===== src/vp8_reference_slot_manager_core_macros.svh =====
// assertion helpers, clocked on clk and disabled during rst_n low
`ifndef VP8_REFERENCE_SLOT_MANAGER_CORE_MACROS_SVH
`define VP8_REFERENCE_SLOT_MANAGER_CORE_MACROS_SVH

// same-cycle implication
`define VRSM_ASSERT_NOW(label, ante, cons, msg) \
  label: assert property (@(posedge clk) disable iff (!rst_n) (ante) |-> (cons)) \
    else $error(msg);

// next-cycle implication
`define VRSM_ASSERT_NEXT(label, ante, cons, msg) \
  label: assert property (@(posedge clk) disable iff (!rst_n) (ante) |=> (cons)) \
    else $error(msg);

`endif


===== src/vrsm_pkg.sv =====
`default_nettype none
package vrsm_pkg;

  localparam int NUM_SLOTS = 3;
  localparam int NUM_CAND  = 4;
  localparam int OUT_BITS  = 16;

  localparam int SLOT_LAST   = 0;
  localparam int SLOT_GOLDEN = 1;
  localparam int SLOT_ALT    = 2;
  localparam int CAND_CUR    = 3;

  localparam logic KIND_REPORT  = 1'b0;
  localparam logic KIND_RELEASE = 1'b1;

  localparam logic STATUS_OK    = 1'b0;
  localparam logic STATUS_NOREF = 1'b1;

  typedef enum logic [1:0] {
    COPY_NONE  = 2'd0,
    COPY_LAST  = 2'd1,
    COPY_OTHER = 2'd2,
    COPY_RSVD  = 2'd3
  } copy_t;

  typedef struct packed {
    logic  key_frame;
    logic  refresh_last;
    logic  refresh_golden;
    logic  refresh_alt;
    copy_t copy_to_golden;
    copy_t copy_to_alt;
  } frame_ctl_t;

  typedef enum logic [1:0] {
    ST_IDLE,
    ST_SCAN,
    ST_REPORT,
    ST_RELEASE
  } state_t;

endpackage
`default_nettype wire


===== src/vp8_reference_slot_manager_core.sv =====
// accepted frame: release scan, then the reference report; a rejected P frame goes straight to its report
// releases follow the report one per cycle while out_ready is high
// a new frame is taken only in idle, once the last word of the previous run has been taken
// the release scan tests the four candidates in four steps through the shared compare unit
// reset: synchronous active-low rst_n empties all three slots (index 0) and returns to idle
`default_nettype none
`include "vp8_reference_slot_manager_core_macros.svh"
module vp8_reference_slot_manager_core import vrsm_pkg::*; #(
  parameter int INDEX_BITS = 16
) (
  input  wire logic        clk,
  input  wire logic        rst_n,
  // frame word in
  input  wire logic        in_valid,
  output logic             in_ready,
  input  wire logic [15:0] in_frame_index,
  input  wire logic        in_key_frame,
  input  wire logic        in_refresh_last,
  input  wire logic        in_refresh_golden,
  input  wire logic        in_refresh_alt,
  input  wire logic [1:0]  in_copy_to_golden,
  input  wire logic [1:0]  in_copy_to_alt,
  // result word out
  output logic             out_valid,
  input  wire logic        out_ready,
  output logic             out_result_kind,
  output logic             out_status,
  output logic [15:0]      out_ref_last,
  output logic [15:0]      out_ref_golden,
  output logic [15:0]      out_ref_alt,
  output logic [15:0]      out_release_index,
  output logic             out_last_of_run
);

  // sequencer state
  state_t state_r, state_nxt;
  logic [1:0] cand_r, cand_nxt;                 // candidate under test in scan
  logic [NUM_CAND-1:0] rel_mask_r, rel_mask_nxt; // candidates to release

  // slot file: last, golden, alternate
  logic [NUM_SLOTS-1:0]                 slot_valid_r, slot_valid_nxt;
  logic [NUM_SLOTS-1:0][INDEX_BITS-1:0] slot_frame_r, slot_frame_nxt;

  // snapshot of the slots before update, plus the current frame as last candidate
  logic [NUM_CAND-1:0]                 old_valid_r, old_valid_nxt;
  logic [NUM_CAND-1:0][INDEX_BITS-1:0] old_frame_r, old_frame_nxt;

  // report word held until taken
  logic        status_r, status_nxt;
  logic [15:0] rep_last_r, rep_last_nxt;
  logic [15:0] rep_golden_r, rep_golden_nxt;
  logic [15:0] rep_alt_r, rep_alt_nxt;

  // incoming frame
  frame_ctl_t           in_ctl;
  logic [INDEX_BITS-1:0] cur;
  logic                 in_fire;
  logic                 reject;

  // update and compare results
  logic [NUM_SLOTS-1:0]                 upd_valid;
  logic [NUM_SLOTS-1:0][INDEX_BITS-1:0] upd_frame;
  logic [INDEX_BITS-1:0]                cand_frame;
  logic                                 cand_used;

  // release selection
  logic [1:0]          rel_sel;
  logic [NUM_CAND-1:0] rel_low;
  logic [NUM_CAND-1:0] rel_rest;
  logic                out_fire;

  assign in_ctl.key_frame      = in_key_frame;
  assign in_ctl.refresh_last   = in_refresh_last;
  assign in_ctl.refresh_golden = in_refresh_golden;
  assign in_ctl.refresh_alt    = in_refresh_alt;
  assign in_ctl.copy_to_golden = copy_t'(in_copy_to_golden);
  assign in_ctl.copy_to_alt    = copy_t'(in_copy_to_alt);

  // stored indices live at INDEX_BITS
  assign cur = INDEX_BITS'(in_frame_index);

  assign in_ready  = (state_r == ST_IDLE);
  assign in_fire   = in_valid && in_ready;
  assign out_valid = (state_r == ST_REPORT) || (state_r == ST_RELEASE);
  assign out_fire  = out_valid && out_ready;

  // p frame without a last reference is refused
  assign reject = !in_key_frame && !slot_valid_r[SLOT_LAST];

  vrsm_update #(
    .INDEX_BITS(INDEX_BITS)
  ) u_update (
    .ctl       (in_ctl),
    .cur       (cur),
    .valid_in  (slot_valid_r),
    .frame_in  (slot_frame_r),
    .valid_out (upd_valid),
    .frame_out (upd_frame)
  );

  // one candidate per scan cycle against the updated slots
  assign cand_frame = old_frame_r[cand_r];

  vrsm_match #(
    .INDEX_BITS(INDEX_BITS)
  ) u_match (
    .cand       (cand_frame),
    .slot_valid (slot_valid_r),
    .slot_frame (slot_frame_r),
    .used       (cand_used)
  );

  // lowest pending candidate goes out first
  assign rel_low  = rel_mask_r & (~rel_mask_r + NUM_CAND'(1));
  assign rel_rest = rel_mask_r & ~rel_low;

  always_comb begin
    if (rel_mask_r[0]) begin
      rel_sel = 2'd0;
    end else if (rel_mask_r[1]) begin
      rel_sel = 2'd1;
    end else if (rel_mask_r[2]) begin
      rel_sel = 2'd2;
    end else begin
      rel_sel = 2'd3;
    end
  end

  // output word mux
  always_comb begin
    out_result_kind   = KIND_REPORT;
    out_status        = status_r;
    out_ref_last      = rep_last_r;
    out_ref_golden    = rep_golden_r;
    out_ref_alt       = rep_alt_r;
    out_release_index = '0;
    out_last_of_run   = (rel_mask_r == '0);
    if (state_r == ST_RELEASE) begin
      out_result_kind   = KIND_RELEASE;
      out_status        = STATUS_OK;
      out_ref_last      = '0;
      out_ref_golden    = '0;
      out_ref_alt       = '0;
      out_release_index = OUT_BITS'(old_frame_r[rel_sel]);
      out_last_of_run   = (rel_rest == '0);
    end
  end

  // sequencer
  always_comb begin
    state_nxt      = state_r;
    cand_nxt       = cand_r;
    rel_mask_nxt   = rel_mask_r;
    slot_valid_nxt = slot_valid_r;
    slot_frame_nxt = slot_frame_r;
    old_valid_nxt  = old_valid_r;
    old_frame_nxt  = old_frame_r;
    status_nxt     = status_r;
    rep_last_nxt   = rep_last_r;
    rep_golden_nxt = rep_golden_r;
    rep_alt_nxt    = rep_alt_r;
    case (state_r)
      ST_IDLE: begin
        if (in_fire) begin
          cand_nxt      = '0;
          rel_mask_nxt  = '0;
          old_valid_nxt = {1'b1, slot_valid_r};
          old_frame_nxt = {cur, slot_frame_r};
          if (reject) begin
            // refused frame: zero refs, slots untouched, no scan
            status_nxt     = STATUS_NOREF;
            rep_last_nxt   = '0;
            rep_golden_nxt = '0;
            rep_alt_nxt    = '0;
            state_nxt      = ST_REPORT;
          end else begin
            // empty slot on a key frame points at the frame itself
            status_nxt     = STATUS_OK;
            rep_last_nxt   = OUT_BITS'((!slot_valid_r[SLOT_LAST] && in_key_frame)
                                       ? cur : slot_frame_r[SLOT_LAST]);
            rep_golden_nxt = OUT_BITS'((!slot_valid_r[SLOT_GOLDEN] && in_key_frame)
                                       ? cur : slot_frame_r[SLOT_GOLDEN]);
            rep_alt_nxt    = OUT_BITS'((!slot_valid_r[SLOT_ALT] && in_key_frame)
                                       ? cur : slot_frame_r[SLOT_ALT]);
            slot_valid_nxt = upd_valid;
            slot_frame_nxt = upd_frame;
            state_nxt      = ST_SCAN;
          end
        end
      end
      ST_SCAN: begin
        if (old_valid_r[cand_r] && !cand_used) begin
          rel_mask_nxt[cand_r] = 1'b1;
        end
        cand_nxt = cand_r + 2'd1;
        if (cand_r == 2'(CAND_CUR)) begin
          state_nxt = ST_REPORT;
        end
      end
      ST_REPORT: begin
        if (out_fire) begin
          state_nxt = (rel_mask_r == '0) ? ST_IDLE : ST_RELEASE;
        end
      end
      ST_RELEASE: begin
        if (out_fire) begin
          rel_mask_nxt = rel_rest;
          if (rel_rest == '0) begin
            state_nxt = ST_IDLE;
          end
        end
      end
      default: begin
        state_nxt = ST_IDLE;
      end
    endcase
  end

  always_ff @(posedge clk) begin
    if (!rst_n) begin
      state_r      <= ST_IDLE;
      cand_r       <= '0;
      rel_mask_r   <= '0;
      slot_valid_r <= '0;
      slot_frame_r <= '0;
      old_valid_r  <= '0;
    end else begin
      state_r      <= state_nxt;
      cand_r       <= cand_nxt;
      rel_mask_r   <= rel_mask_nxt;
      slot_valid_r <= slot_valid_nxt;
      slot_frame_r <= slot_frame_nxt;
      old_valid_r  <= old_valid_nxt;
    end
  end

  // payload, no reset
  always_ff @(posedge clk) begin
    old_frame_r  <= old_frame_nxt;
    status_r     <= status_nxt;
    rep_last_r   <= rep_last_nxt;
    rep_golden_r <= rep_golden_nxt;
    rep_alt_r    <= rep_alt_nxt;
  end

  // checks
  `VRSM_ASSERT_NOW(a_no_overlap, in_ready, !out_valid, "input taken while a word is pending")
  `VRSM_ASSERT_NEXT(a_accept_path, in_fire,
    (state_r == ST_SCAN) || (state_r == ST_REPORT), "accepted frame did not start")
  `VRSM_ASSERT_NOW(a_reject_alone,
    out_valid && (state_r == ST_REPORT) && (status_r == STATUS_NOREF),
    out_last_of_run && (rel_mask_r == '0), "refused frame with releases")
  `VRSM_ASSERT_NOW(a_mask_old_valid, 1'b1, (rel_mask_r & ~old_valid_r) == '0,
    "release of a slot that was empty")
  `VRSM_ASSERT_NEXT(a_release_shrinks, (state_r == ST_RELEASE) && out_fire,
    $countones(rel_mask_r) == $countones($past(rel_mask_r)) - 1, "release count did not drop")

endmodule
`default_nettype wire


===== src/vrsm_match.sv =====
`default_nettype none
// shared compare unit: is the candidate index held by any valid slot
module vrsm_match import vrsm_pkg::*; #(
  parameter int INDEX_BITS = 16
) (
  input  wire logic [INDEX_BITS-1:0]                cand,
  input  wire logic [NUM_SLOTS-1:0]                 slot_valid,
  input  wire logic [NUM_SLOTS-1:0][INDEX_BITS-1:0] slot_frame,
  output logic                                      used
);

  always_comb begin
    used = 1'b0;
    for (int j = 0; j < NUM_SLOTS; j++) begin
      if (slot_valid[j] && (slot_frame[j] == cand)) begin
        used = 1'b1;
      end
    end
  end

endmodule
`default_nettype wire


===== src/vrsm_update.sv =====
`default_nettype none
// refresh and copy rules for the three slots
module vrsm_update import vrsm_pkg::*; #(
  parameter int INDEX_BITS = 16
) (
  input  wire frame_ctl_t                           ctl,
  input  wire logic [INDEX_BITS-1:0]                cur,
  input  wire logic [NUM_SLOTS-1:0]                 valid_in,
  input  wire logic [NUM_SLOTS-1:0][INDEX_BITS-1:0] frame_in,
  output logic      [NUM_SLOTS-1:0]                 valid_out,
  output logic      [NUM_SLOTS-1:0][INDEX_BITS-1:0] frame_out
);

  always_comb begin
    valid_out = valid_in;
    frame_out = frame_in;
    if (ctl.key_frame) begin
      valid_out = '1;
      for (int i = 0; i < NUM_SLOTS; i++) begin
        frame_out[i] = cur;
      end
    end else begin
      if (ctl.refresh_last) begin
        valid_out[SLOT_LAST] = 1'b1;
        frame_out[SLOT_LAST] = cur;
      end
      // golden: refresh wins over copy, copy code 3 is a no-op
      if (ctl.refresh_golden) begin
        valid_out[SLOT_GOLDEN] = 1'b1;
        frame_out[SLOT_GOLDEN] = cur;
      end else if (ctl.copy_to_golden == COPY_LAST) begin
        valid_out[SLOT_GOLDEN] = 1'b1;
        frame_out[SLOT_GOLDEN] = frame_in[SLOT_LAST];
      end else if (ctl.copy_to_golden == COPY_OTHER) begin
        valid_out[SLOT_GOLDEN] = 1'b1;
        frame_out[SLOT_GOLDEN] = frame_in[SLOT_ALT];
      end
      if (ctl.refresh_alt) begin
        valid_out[SLOT_ALT] = 1'b1;
        frame_out[SLOT_ALT] = cur;
      end else if (ctl.copy_to_alt == COPY_LAST) begin
        valid_out[SLOT_ALT] = 1'b1;
        frame_out[SLOT_ALT] = frame_in[SLOT_LAST];
      end else if (ctl.copy_to_alt == COPY_OTHER) begin
        valid_out[SLOT_ALT] = 1'b1;
        frame_out[SLOT_ALT] = frame_in[SLOT_GOLDEN];
      end
    end
  end

endmodule
`default_nettype wire


===== config.mk =====
export PLATFORM = sky130hd
export DESIGN_NAME = vp8_reference_slot_manager_core
export DESIGN_NICKNAME = d
export VERILOG_FILES = /design/src/vrsm_pkg.sv /design/src/vp8_reference_slot_manager_core.sv /design/src/vrsm_match.sv /design/src/vrsm_update.sv
export VERILOG_INCLUDE_DIRS = /design/src /design/src/src
export SDC_FILE = /design/constraint.sdc
export NUM_CORES = 1
export LEC_CHECK = 0
export BUFFER_PORTS_ARGS = -buffer_cell sky130_fd_sc_hd__buf_2
export CAP_MARGIN = 20
export CORE_UTILIZATION = 40
export DETAILED_ROUTE_END_ITERATION = 16
export SETUP_SLACK_MARGIN = 0.2
export SYNTH_ARGS = -nofsm -noshare
export SYNTH_HDL_FRONTEND = slang
export SYNTH_SLANG_ARGS = --single-unit

===== constraint.sdc =====
create_clock -name clk -period 4.1 [get_ports clk]
set_input_delay 0.205 -clock clk [delete_from_list [all_inputs] [get_ports clk]]
set_output_delay 0.205 -clock clk [all_outputs]
set_load 0.02 [all_outputs]

Word level (Yosys, flattened, before mapping)

Cells that the tools add are included.
W data, S select, Z words.

Output and inout bits: 69
Bits of input ports: 28
Register bits: 176
Word-level logic and storage cells: 133

Multiplexer cells: 55
Reduce and logical (&&, ||, !) cells: 32
Order comparisons: 3
Bitwise operators: 6
Eq/ne operators: 17
Add/sub/neg operators: 2

Operators by type and width:

| kind                  | count |
|---|---|
| $mux W16              | 16 |
| $bmux W16 S2          | 2 |
| $eq A16 B16 Y1        | 3 |
| $mux W48              | 1 |
| $mux W2               | 10 |
| $mux W1               | 17 |
| $reduce_and A4 Y1     | 4 |
| $mux W4               | 3 |
| $pmux W4 S3           | 1 |
| $logic_and A1 B1 Y1   | 11 |
| $eq A2 B2 Y1 const B  | 5 |
| $and A4 B4 Y4         | 2 |
| $logic_not A4 Y1      | 2 |
| $ne A2 B2 Y1 const B  | 4 |
| $not A4 Y4            | 2 |
| $pmux W2 S4           | 1 |
| $reduce_bool A4 Y1    | 2 |
| $eq A2 B1 Y1 const B  | 3 |
| $lt A2 B3 Y1 const B  | 2 |
| $logic_not A1 Y1      | 5 |
| $reduce_and A5 Y1     | 1 |
| $add A4 B1 Y4 const B | 1 |
| $ne A2 B1 Y1 const B  | 2 |
| $or A4 B4 Y4          | 1 |
| 12 further kinds      | 14 |

Longest topological paths before layout

Gate-level depths: netlist of the first run.

Word-level depth: 11
Mapped depth: 10
Mapped depth without buffers: 7

Hierarchy

From an unflattened synthesis of the first run, not the netlist that was laid out.

Cells, all modules: 971
Area, all modules: 9963.3 sq um

By module, submodules not included:

| module                          | times used | cells an instance | area each (sq um) | seq. area each (sq um) |
|---|---|---|---|---|
| vp8_reference_slot_manager_core | 1          | 725               | 8007.7            | 4654.5 |
| vrsm_update                     | 1          | 180               | 1423.9            | 0.0 |
| vrsm_match                      | 1          | 66                | 531.8             | 0.0 |

Worst setup path before layout of the first run

Ideal clock, no wire load.

Kind: register -> register
From: reg state_r[0]
To: reg cand_r[1]
Cell stages (with the launch flop): 8
Library setup time: 0.119 ns
Arrival: 3.790 ns
Buffers on the path: 0
Data required time: 3.981 ns
Path slack: 0.191 ns
Clock period less this slack: 3.909 ns
Cell sequence: dfxtp_1 > inv_1 > ha_1 > nand2_1 > inv_1 > nor2_1 > a32oi_1 > nor2b_1

Word-level cells in the longest chain between the ends: 4
Elaborated cells between the ends (all ways): 7
Classes of those cells: eq/ne: 2; mux: 1; reduce/logical: 4

RTL lines:

| what                               | line                                   | RTL |
|---|---|---|
| from (decl)                        | vp8_reference_slot_manager_core.sv:36  | `state_t state_r, state_nxt;` |
| from (signal assigned)             | vp8_reference_slot_manager_core.sv:228 | `state_r <= state_nxt;` |
| $logic_not A2 Y1 (*)               | vp8_reference_slot_manager_core.sv:82  | `assign in_ready = (state_r == ST_IDLE);` |
| net in_ready                       | vp8_reference_slot_manager_core.sv:15  | `output logic in_ready,` |
| $logic_and A1 B1 Y1                | vp8_reference_slot_manager_core.sv:83  | `assign in_fire = in_valid && in_ready;` |
| $ne A2 B1 Y1 (no source line)      | n/a                                    |  |
| $reduce_and A2 Y1 (no source line) | n/a                                    |  |
| to (signal assigned)               | vp8_reference_slot_manager_core.sv:229 | `cand_r <= cand_nxt;` |
| to (decl)                          | vp8_reference_slot_manager_core.sv:37  | `logic [1:0] cand_r, cand_nxt;` |

Mark *: on every way through the listed nets, which the timed path passes. The rest lies on a longest branch.
A chain may end at the register's enable or synchronous reset.

Final worst setup path of the first run

From: reg cand_r[0]
To: reg rel_mask_r[2]

Word-level cells in the longest chain between the ends: 11
Elaborated cells between the ends (all ways): 25
Classes of those cells: order compare: 2; eq/ne: 4; mux: 11; bitwise: 1; reduce/logical: 7

RTL lines:

| what                               | line                                   | RTL |
|---|---|---|
| $bmux W16 S2                       | vp8_reference_slot_manager_core.sv:102 | `assign cand_frame = old_frame_r[cand_r];` |
| $mux W16 (not written as such)     | vp8_reference_slot_manager_core.sv:102 |  |
| $eq A16 B16 Y1                     | vrsm_match.sv:15                       | `if (slot_valid[j] && (slot_frame[j] == cand)) begin` |
| $logic_and A1 B1 Y1                | vrsm_match.sv:15                       |  |
| $mux W1 (3 in series)              | vrsm_match.sv:15                       |  |
| $logic_not A1 Y1                   | vp8_reference_slot_manager_core.sv:192 | `if (old_valid_r[cand_r] && !cand_used) begin` |
| $logic_and A1 B1 Y1                | vp8_reference_slot_manager_core.sv:192 |  |
| $ne A2 B2 Y1 (no source line)      | n/a                                    |  |
| $reduce_and A4 Y1 (no source line) | n/a                                    |  |
| to (signal assigned)               | vp8_reference_slot_manager_core.sv:230 | `rel_mask_r <= rel_mask_nxt;` |
| to (decl)                          | vp8_reference_slot_manager_core.sv:38  | `logic [NUM_CAND-1:0] rel_mask_r, rel_mask_nxt;` |

Several ways; a longest one is shown, not always the timed one. The select of a mux whose other input is x is not followed.

==> impl_metrics.py, run 1 <==
metrics = {
    "run_status": {
        "status": "completed",
    },
    "sta": {
        "fin_worst_skew_ps": 11.7,
        "tightestPinTransition_ps": 1090,
        "fin_setup_tns_ps": 0,
        "final_hold_viol_count": 0,
        "max_slew_margin": 0.276,
        "rsz0062_at_grt": "no",
        "max_freq_ghz": 0.349,
        "finalSetupViolations": 0,
        "worst_slack_ps": 1240,
        "min_period_over_period": 0.698,
        "period_minus_slack_ps": 2860,
        "drv_slew": 0,
    },
    "power_and_ir_drop": {
        "irDropWorstVdd_mv": 0.308,
        "power.switching_mw": 2.34,
        "power.density_nw_per_um2": 582,
        "leakagePower_nw": 3.85,
        "p_int_mw": 4.04,
        "power_frac_comb": 0.328,
        "pwr-share-seq": 0.426,
        "clkPwrFrac": 0.245,
        "swShare": 0.367,
    },
    "cells_and_area": {
        "fin_area_um2": 11000,
        "nets": 1052,
        "fillCellCount": 2232,
        "diodes": 0,
        "area_delta_synth_final_pct": 14.6,
        "layout-drive-gt1-share": 0.164,
    },
    "die": {
        "ioPinCount": 97,
        "dieArea_um2": 24500,
        "row_count": 56,
        "die_h_um": 157,
        "start_util": 0.407,
        "die_width_um": 157,
        "core_area_um2": 23500,
    },
    "clock_tree": {
        "htreeDepth": 4,
        "root_buffer": "clkbuf_16",
        "post_cts_buffers": 0,
        "cts_tree": "built",
        "clk_latency_ps": 420,
        "ctsHoldBuffers": 0,
        "clk_pin_slew_ps": 70,
        "post_cts_resized": 0,
        "clockBufferDepth": 2,
        "clock-sinks": 176,
        "cts_buffers": 17,
    },
    "global_route": {
        "grt_usage": 0.238,
        "antenna_found_initial": 0,
        "grt_pass1_wl_um": 43300,
        "grt_pass1_vias": 7021,
        "grt_start_max_net_pins": 56,
        "overflow": 0,
    },
    "route": {
        "drtIter0Drc": 631,
        "vias": 7427,
        "first_pass_iters": 5,
        "ant_nets": 0,
        "drcViolationCount": 0,
        "detail_route.wl_per_cell_um": 20.7,
        "wl_um": 27900,
        "viasPerCell": 5.52,
    },
    "flow_run": {
        "cap_violations": 0,
    },
    "worst_hold_path": {
        "whs_path_depth": 1,
        "min_path_type": "primary input to flop",
    },
    "setup_path": {
        "worstRegToRegCells": 8,
        "path_cells": "buf_4 -> mux4_1 -> xnor2_1 -> nand4_1 -> a2111oi_2 -> nand3_1 -> and3_4 -> o31a_1",
        "slowest_delay_ps": 710,
        "cp_max_fo": 16,
        "r2r_slack_ps": 1240,
        "cp.arrival_ps": 3170,
        "required_ps": 4410,
        "crit_type": "flop to flop",
        "start_kind": "flop",
        "crit_slowest_cell": "dfxtp_1",
        "cp-end-kind": "flop",
    },
    "yosys": {
        "async_flop_share": 0,
        "ys.flop_type": "edfxtp_1",
        "synth_area_um2": 9560,
        "yosysMostFrequentCell": "nand2_1",
        "ys_seq_area_frac": 0.487,
        "ys_types": 51,
        "yosys.area.top_type": "edfxtp_1",
        "synth_edf_count": 113,
        "synth-seq-cells": 176,
        "synth.area.top_cells": "edfxtp_1 (36%), dfxtp_1 (13%), mux2i_1 (8.7%)",
        "avgSynthCellArea_um2": 10.1,
        "synth_top_area_share": 0.355,
        "synth_fp_nets": 986,
        "yosys-top-cells-count": "nand2_1 (171), edfxtp_1 (113), mux2i_1 (83), a21oi_1 (72), nor2b_1 (69)",
        "syn_inst": 948,
        "yosysWarnings": 0,
    },
    "placed_design": {
        "port_buffers": 96,
        "gp_congestion": 0.896,
        "dp_hpwl_um": 19500,
        "place_area_um2": 10400,
        "place_worst_setup_slack_ps": 1250,
    },
}
-- final timing paths --
check | from | to
setup / recovery | cand_r[0]$_SDFFE_PN0P_ | rel_mask_r[2]$_SDFFE_PN0P_
hold / removal | in_frame_index[5] | old_frame_r[53]$_DFFE_PP_
hold reg to reg | old_valid_r[1]$_SDFFE_PN0P_ | old_valid_r[1]$_SDFFE_PN0P_
setup reg to reg | cand_r[0]$_SDFFE_PN0P_ | rel_mask_r[2]$_SDFFE_PN0P_
-- sequential cells by signal, indices dropped and copies added, names as in the netlist, 3 cells and up --
register      flops
slot_frame_r     48
rep_last_r       16
rep_golden_r     16
old_frame_r      64
rel_mask_r        4
slot_valid_r      3
old_valid_r       4
rep_alt_r        16
-- final cells by class --
class | instances | area (um^2) | share of cell area
sequential | 176 | 4660 | 0.425
multi-input combinational | 691 | 4590 | 0.419
timing repair buffer | 116 | 701 | 0.0640
clock buffer | 23 | 478 | 0.0436
tap | 319 | 399 | 0.0364
clock inverter | 9 | 83.8 | 0.00765
inverter | 12 | 48.8 | 0.00446
-- per-stage QoR --
stage               cells  utilization  hold WS, ps  total power [mW]
CTS                  1345        0.465         52.7              6.40
detailed placement   1313        0.441          459              4.84
finish               1346        0.467         76.6              6.38
global placement     1312        0.441          458              4.82
global route         1346        0.467         62.3              6.70
floorplan             948            -          304              4.10
-- per-layer routing --
metal	GRT usage	wire length, um	vias up
met5	0	0	-
met4	0.0668	508	0
met3	0.0382	1400	31
met2	0.364	12600	235
met1	0.346	13400	3651
li1	-	-	3510
-- cells in the final DEF (no fill, tap or decap), types with 4 or more instances in the layout --
cell and n:
buf_4 15, ha_1 9, nor2_2 4, o21a_1 4, buf_2 96, nor2_1 56
nor2b_1 69, nand4_1 8, xor2_1 11, nand2b_1 8, mux4_1 6, buf_12 4
dfxtp_1 62, o21ai_0 24, a21oi_1 72, inv_1 10, clkbuf_16 17, edfxtp_1 113
mux2i_1 83, o211ai_1 35, nand3_1 6, nor3_1 7, mux4_2 11, nand2_1 171
clkinv_2 4, xnor2_1 34, a21boi_0 36
-- power by group through the flow --
stage,sequential (mW),combinational [mW],clock [mW]
2_1_floorplan,2.59,1.51,0
3_3_place_gp,2.75,2.08,0
3_5_place_dp,2.75,2.09,0
4_1_cts,2.71,2.10,1.58
5_1_grt,2.76,2.29,1.65
6_report,2.72,2.09,1.57
-- kinds of logic (layout without fill, tap and decap cells) --
family / Yosys count / count (layout) / share of synthesized area
AOI/OAI and AO/OA: 197 / 197 / 0.132
xor gates and xnor gates: 45 / 45 / 0.0412
adders and majority gates: 11 / 11 / 0.0141
buffers and inverters: 81 / 160 / 0.0356
DFF: 176 / 176 / 0.487
muxes: 101 / 101 / 0.131
and+or+nand+nor: 337 / 337 / 0.159
-- critical path: cells and delay by family (launching register included) --
| kind | cells | cell delay, ps |
|---|---|---|
| buf+inv | 1 | 350 |
| flops | 1 | 710 |
| compound gates | 2 | 620 |
| mux | 1 | 400 |
| simple gates | 3 | 490 |
| xor+xnor | 1 | 180 |
Note: power is estimated with default switching activity, not from simulation.
==> inputs of run 2 (changes only) <==
clock period = 2.7 ns   (was 4.1 ns; I/O delays follow)
==> impl_metrics.py, run 2 (same netlist as run 1, synthesis figures left out) <==
metrics = {
    "run_status": {
        "status": "completed",
    },
    "placed_design": {
        "gp_congestion": 0.910,
        "place_area_um2": 10600,
        "port_buffers": 96,
        "dp.cells": 1334,
        "dp_hpwl_um": 19700,
    },
    "global_route": {
        "overflow": 0,
        "grt_pass1_wl_um": 43000,
        "grt_pass1_vias": 7162,
        "grt_start_max_net_pins": 57,
        "antenna_found_initial": 0,
        "grt_usage": 0.237,
    },
    "sta": {
        "finalSetupViolations": 0,
        "fin_setup_tns_ps": 0,
        "max_slew_margin": 0.474,
        "min_period_over_period": 0.917,
        "max_freq_ghz": 0.404,
        "final_hold_viol_count": 0,
        "tightestPinTransition_ps": 789,
        "rsz0062_at_grt": "yes",
        "drv_slew": 0,
        "fin_worst_skew_ps": 13.0,
        "period_minus_slack_ps": 2480,
    },
    "cells_and_area": {
        "final_core_util": 0.482,
        "top_register": "old_frame_r",
        "nets": 1091,
        "fin_area_um2": 11300,
        "largest_register_ffs": 64,
        "mostFrequentLayoutCells": "nand2_1 (170), edfxtp_1 (113), buf_2 (96)",
        "final_cells": 1385,
        "biggestRegsByFlops": "old_frame_r (64), slot_frame_r (48)",
        "layout-drive-gt1-share": 0.196,
        "diodes": 0,
        "area_delta_synth_final_pct": 18.3,
        "mostFrequentLayoutCell": "nand2_1",
    },
    "route": {
        "wl_um": 28200,
        "viasPerCell": 5.44,
        "first_pass_iters": 5,
        "ant_nets": 0,
        "vias": 7531,
        "detail_route.wl_per_cell_um": 20.3,
        "drtIter0Drc": 613,
        "drcViolationCount": 0,
    },
    "power_and_ir_drop": {
        "power.density_nw_per_um2": 871,
        "swShare": 0.364,
        "power_frac_comb": 0.351,
        "pwr-share-seq": 0.416,
        "irDropWorstVdd_mv": 0.430,
        "leakagePower_nw": 4.03,
        "p_int_mw": 6.26,
        "clkPwrFrac": 0.233,
        "power.switching_mw": 3.59,
    },
    "setup_path": {
        "start_kind": "flop",
        "cp.arrival_ps": 2800,
        "crit_type": "flop to flop",
        "cp_max_fo": 7,
        "cp-end-kind": "flop",
        "required_ps": 3020,
    },
    "clock_tree": {
        "cts_tree": "built",
        "clk_pin_slew_ps": 60,
        "clk_latency_ps": 430,
        "clockBufferDepth": 2,
        "root_buffer": "clkbuf_16",
        "htreeDepth": 4,
        "cts_buffers": 17,
        "clock-sinks": 176,
    },
    "die": {
        "die_h_um": 157,
        "dieArea_um2": 24500,
        "core_area_um2": 23500,
        "die_width_um": 157,
        "start_util": 0.407,
        "ioPinCount": 97,
        "row_count": 56,
    },
    "worst_hold_path": {
        "min_path_type": "primary input to flop",
    },
    "flow_run": {
        "cap_violations": 0,
    },
}
## run 2: changes by cell type in the layout (fill, tap and decap cells not counted), sizes merged
cell,delta
buf,+34
clkinv,-4
dlygate4sd3,+4
clkbuf,+3
clkinvlp,+2
## run 2: worst paths after layout
kind / slack, ps / to / cells after the start / from
worst max-delay path: 220 / rel_mask_r[3]$_SDFFE_PN0P_ / 8 / cand_r[1]$_SDFFE_PN0P_
worst min register to register: 470 / old_valid_r[3]$_SDFFE_PN0P_ / 1 / old_valid_r[3]$_SDFFE_PN0P_
worst max register to register: 220 / rel_mask_r[3]$_SDFFE_PN0P_ / 8 / cand_r[1]$_SDFFE_PN0P_
worst min-delay path: 20 / state_r[1]$_SDFFE_PN0P_ / 2 / rst_n
## run 2: area by class of cell
class	instances	area, um^2
Sequential cell	176	4660
Clock buffer	25	465
Inverter	12	48.8
Tap cell	319	399
Clock inverter	7	66.3
Timing Repair Buffer	155	1050
Fill cell	2209	12200
Multi-Input combinational cell	691	4620
## run 2: layer usage
metal | vias to the layer above | part of all wire | GRT usage | wire, um
met2 | 216 | 0.45 | 0.366 | 12700
li1 | 3576 | - | - | -
met5 | - | 0 | 0 | 0
met1 | 3713 | 0.49 | 0.350 | 13700
met4 | 0 | 0.012 | 0.0565 | 345
met3 | 26 | 0.048 | 0.0305 | 1340
## run 2: critical path: stages (launching register included)
cell	delay [ps]
dfxtp_4	430
buf_12	140
mux4_2	540
xnor2_1	170
nand4_1	110
a2111oi_2	360
nand3_1	160
and3_4	230
o31a_1	230
## run 2: power by group through the flow
stage / Combinational, mW / Sequential, mW / Clock [mW]
after detailed placement: 3.37 / 4.13 / 0
after floorplan: 2.34 / 3.94 / 0
after CTS: 3.41 / 4.07 / 2.32
final: 3.46 / 4.09 / 2.30
after global routing: 3.78 / 4.15 / 2.41
after global placement: 3.36 / 4.12 / 0
## run 2: timing repair
item,CTS,global route
setup buffers,5,9
setup endpoints to repair,3,5
pin swaps,1,7
endpoints found under the hold margin,4,0
hold buffers,4,0
gates cloned,0,1
resized for setup,2,7
## run 2: stage by stage
stage	hold WS, ps	power (mW)	setup WS [ps]
2_1_floorplan	234	6.28	-106
3_3_place_gp	426	7.48	138
3_5_place_dp	432	7.49	97.1
4_1_cts	5.39	9.80	200
5_1_grt	15.7	10.3	120
6_report	16.0	9.85	225
==> inputs of run 3 (changes only) <==
CORE_MARGIN = 4   (was not set)
HOLD_SLACK_MARGIN = 0.03   (was not set)
==> impl_metrics.py, run 3 (same netlist as run 1, synthesis figures left out) <==
metrics = {
    "die": {
        "dieArea_um2": 26400,
        "start_util": 0.407,
        "die_h_um": 163,
        "row_count": 56,
        "die_width_um": 163,
        "ioPinCount": 97,
        "core_area_um2": 23500,
    },
    "global_route": {
        "grt_pass1_vias": 7266,
        "grt-busiest-layer": "met2",
        "overflow": 0,
        "grtUsageMet1": 0.331,
        "met2_usage": 0.342,
        "antenna_found_initial": 0,
        "grt_usage": 0.222,
        "use_met3": 0.0334,
        "grt_start_max_net_pins": 77,
        "grt_pass1_wl_um": 44600,
    },
    "flow_run": {
        "cap_violations": 0,
    },
    "sta": {
        "period_minus_slack_ps": 2490,
        "max_freq_ghz": 0.401,
        "finalSetupViolations": 0,
        "fin_worst_skew_ps": 9.25,
        "drv_slew": 0,
        "min_period_over_period": 0.924,
        "fin_setup_tns_ps": 0,
        "max_slew_margin": 0.450,
        "worst_slack_ps": 206,
        "final_hold_viol_count": 0,
        "rsz0062_at_grt": "yes",
        "tightestPinTransition_ps": 824,
    },
    "setup_path": {
        "cp_top_family": "compound AO/OA/AOI/OAI gates",
        "critPathBufInv": 1,
        "cp.arrival_ps": 2820,
        "required_ps": 3020,
        "slowest_delay_ps": 540,
        "path_cells": "buf_12 -> mux4_2 -> xnor2_1 -> nand4_1 -> a2111oi_2 -> nand3_1 -> and3_4 -> o31a_1",
        "cp_max_fo": 6,
        "cp-end-kind": "flop",
        "start_kind": "flop",
        "crit_slowest_cell": "mux4_2",
        "crit_type": "flop to flop",
    },
    "placed_design": {
        "place_worst_setup_slack_ps": 30.8,
        "dp.cells": 1338,
        "gp_congestion": 0.906,
        "port_buffers": 96,
        "dp_hpwl_um": 20200,
    },
    "cells_and_area": {
        "final_cells": 1387,
        "fillCellCount": 2207,
        "layout-drive-gt1-share": 0.200,
        "seq_area_um2": 4660,
        "area_delta_synth_final_pct": 18.5,
        "final_core_util": 0.483,
        "top_register": "old_frame_r",
        "mostFrequentLayoutCells": "nand2_1 (170), edfxtp_1 (113), buf_2 (96)",
        "largest_register_ffs": 64,
        "mostFrequentLayoutCell": "nand2_1",
        "biggestRegsByFlops": "old_frame_r (64), slot_frame_r (48)",
        "diodes": 0,
        "nets": 1093,
        "multi_input_area_um2": 4620,
    },
    "route": {
        "drtIter0Drc": 733,
        "ant_nets": 0,
        "drcViolationCount": 0,
        "viasPerCell": 5.48,
        "detail_route.wl_per_cell_um": 21.0,
        "wl_um": 29100,
        "vias": 7607,
        "first_pass_iters": 5,
    },
    "power_and_ir_drop": {
        "leakagePower_nw": 4.06,
        "power.density_nw_per_um2": 877,
        "power_mw": 9.94,
        "irDropWorstVdd_mv": 0.427,
    },
    "run_status": {
        "status": "completed",
    },
    "clock_tree": {
        "cts_tree": "built",
        "htreeDepth": 4,
        "cts_buffers": 17,
        "clk_latency_ps": 440,
        "root_buffer": "clkbuf_16",
        "clock-sinks": 176,
        "clockBufferDepth": 2,
        "clk_pin_slew_ps": 70,
    },
    "worst_hold_path": {
        "min_path_type": "primary input to flop",
    },
}
==> run 3: cell types whose count changed in the layout (fill, tap and decap cells not counted), sizes merged <==
| cell | previous run | this run |
|---|---|---|
| clkbuf | 26 | 17 |
| dlygate4sd3 | 4 | 11 |
| inv | 10 | 16 |
| buf | 150 | 146 |
| clkinv | 4 | 8 |
| clkinvlp | 4 | 2 |
==> run 3: worst reg2reg max path: cells and delay by family, from the launching register on <==
kind / cells / cell delay (ps)
AOI/OAI and AO/OA: 2 / 620
xor gates and xnor gates: 1 / 150
and+or+nand+nor: 3 / 490
DFF: 1 / 440
buffers and inverters: 1 / 140
muxes: 1 / 540
==> run 3: timing repair <==
action / 4_1_cts / 5_1_grt
pin swaps: 2 / 0
endpoints found under the setup margin: 4 / 4
buffers inserted: 5 / 1
hold buffers: 11 / 0
endpoints found under the hold margin: 12 / 0
resized for setup: 10 / 1
==> run 3: worst paths after layout <==
path | depth (start not counted) | start | slack (ps) | to
setup reg to reg | 8 | cand_r[1]$_SDFFE_PN0P_ | 210 | rel_mask_r[1]$_SDFFE_PN0P_
setup / recovery | 8 | cand_r[1]$_SDFFE_PN0P_ | 210 | rel_mask_r[1]$_SDFFE_PN0P_
hold / removal | 1 | in_frame_index[12] | 50 | old_frame_r[60]$_DFFE_PP_
hold reg to reg | 1 | old_valid_r[3]$_SDFFE_PN0P_ | 460 | old_valid_r[3]$_SDFFE_PN0P_
==> run 3: power by group <==
group / switching, mW / internal (mW) / leakage (nW)
combinational: 2.14 / 1.32 / 2.16
sequential: 0.458 / 3.62 / 1.62
clock: 1.12 / 1.29 / 0.277
==> run 3: metrics by stage <==
step	hold slack [ps]	area [um^2]
after floorplan	234	9580
after global placement	418	10600
after detailed placement	419	10600
after CTS	34.4	11300
after global routing	33.1	11300
final	46.8	11300
==> run 3: area by class of cell <==
class / instances / share of cell area
Multi-Input combinational cell: 691 / 0.407
Timing Repair Buffer: 157 / 0.0922
Tap cell: 319 / 0.0352
Inverter: 12 / 0.00431
Clock buffer: 17 / 0.0375
Clock inverter: 15 / 0.0119
Sequential cell: 176 / 0.411
==> run 3: layer usage <==
layer  part of all wire  vias up
li1                   -     3587
met1               0.46     3682
met2               0.46      309
met3              0.062       29
met4              0.015        0
met5                  0        -
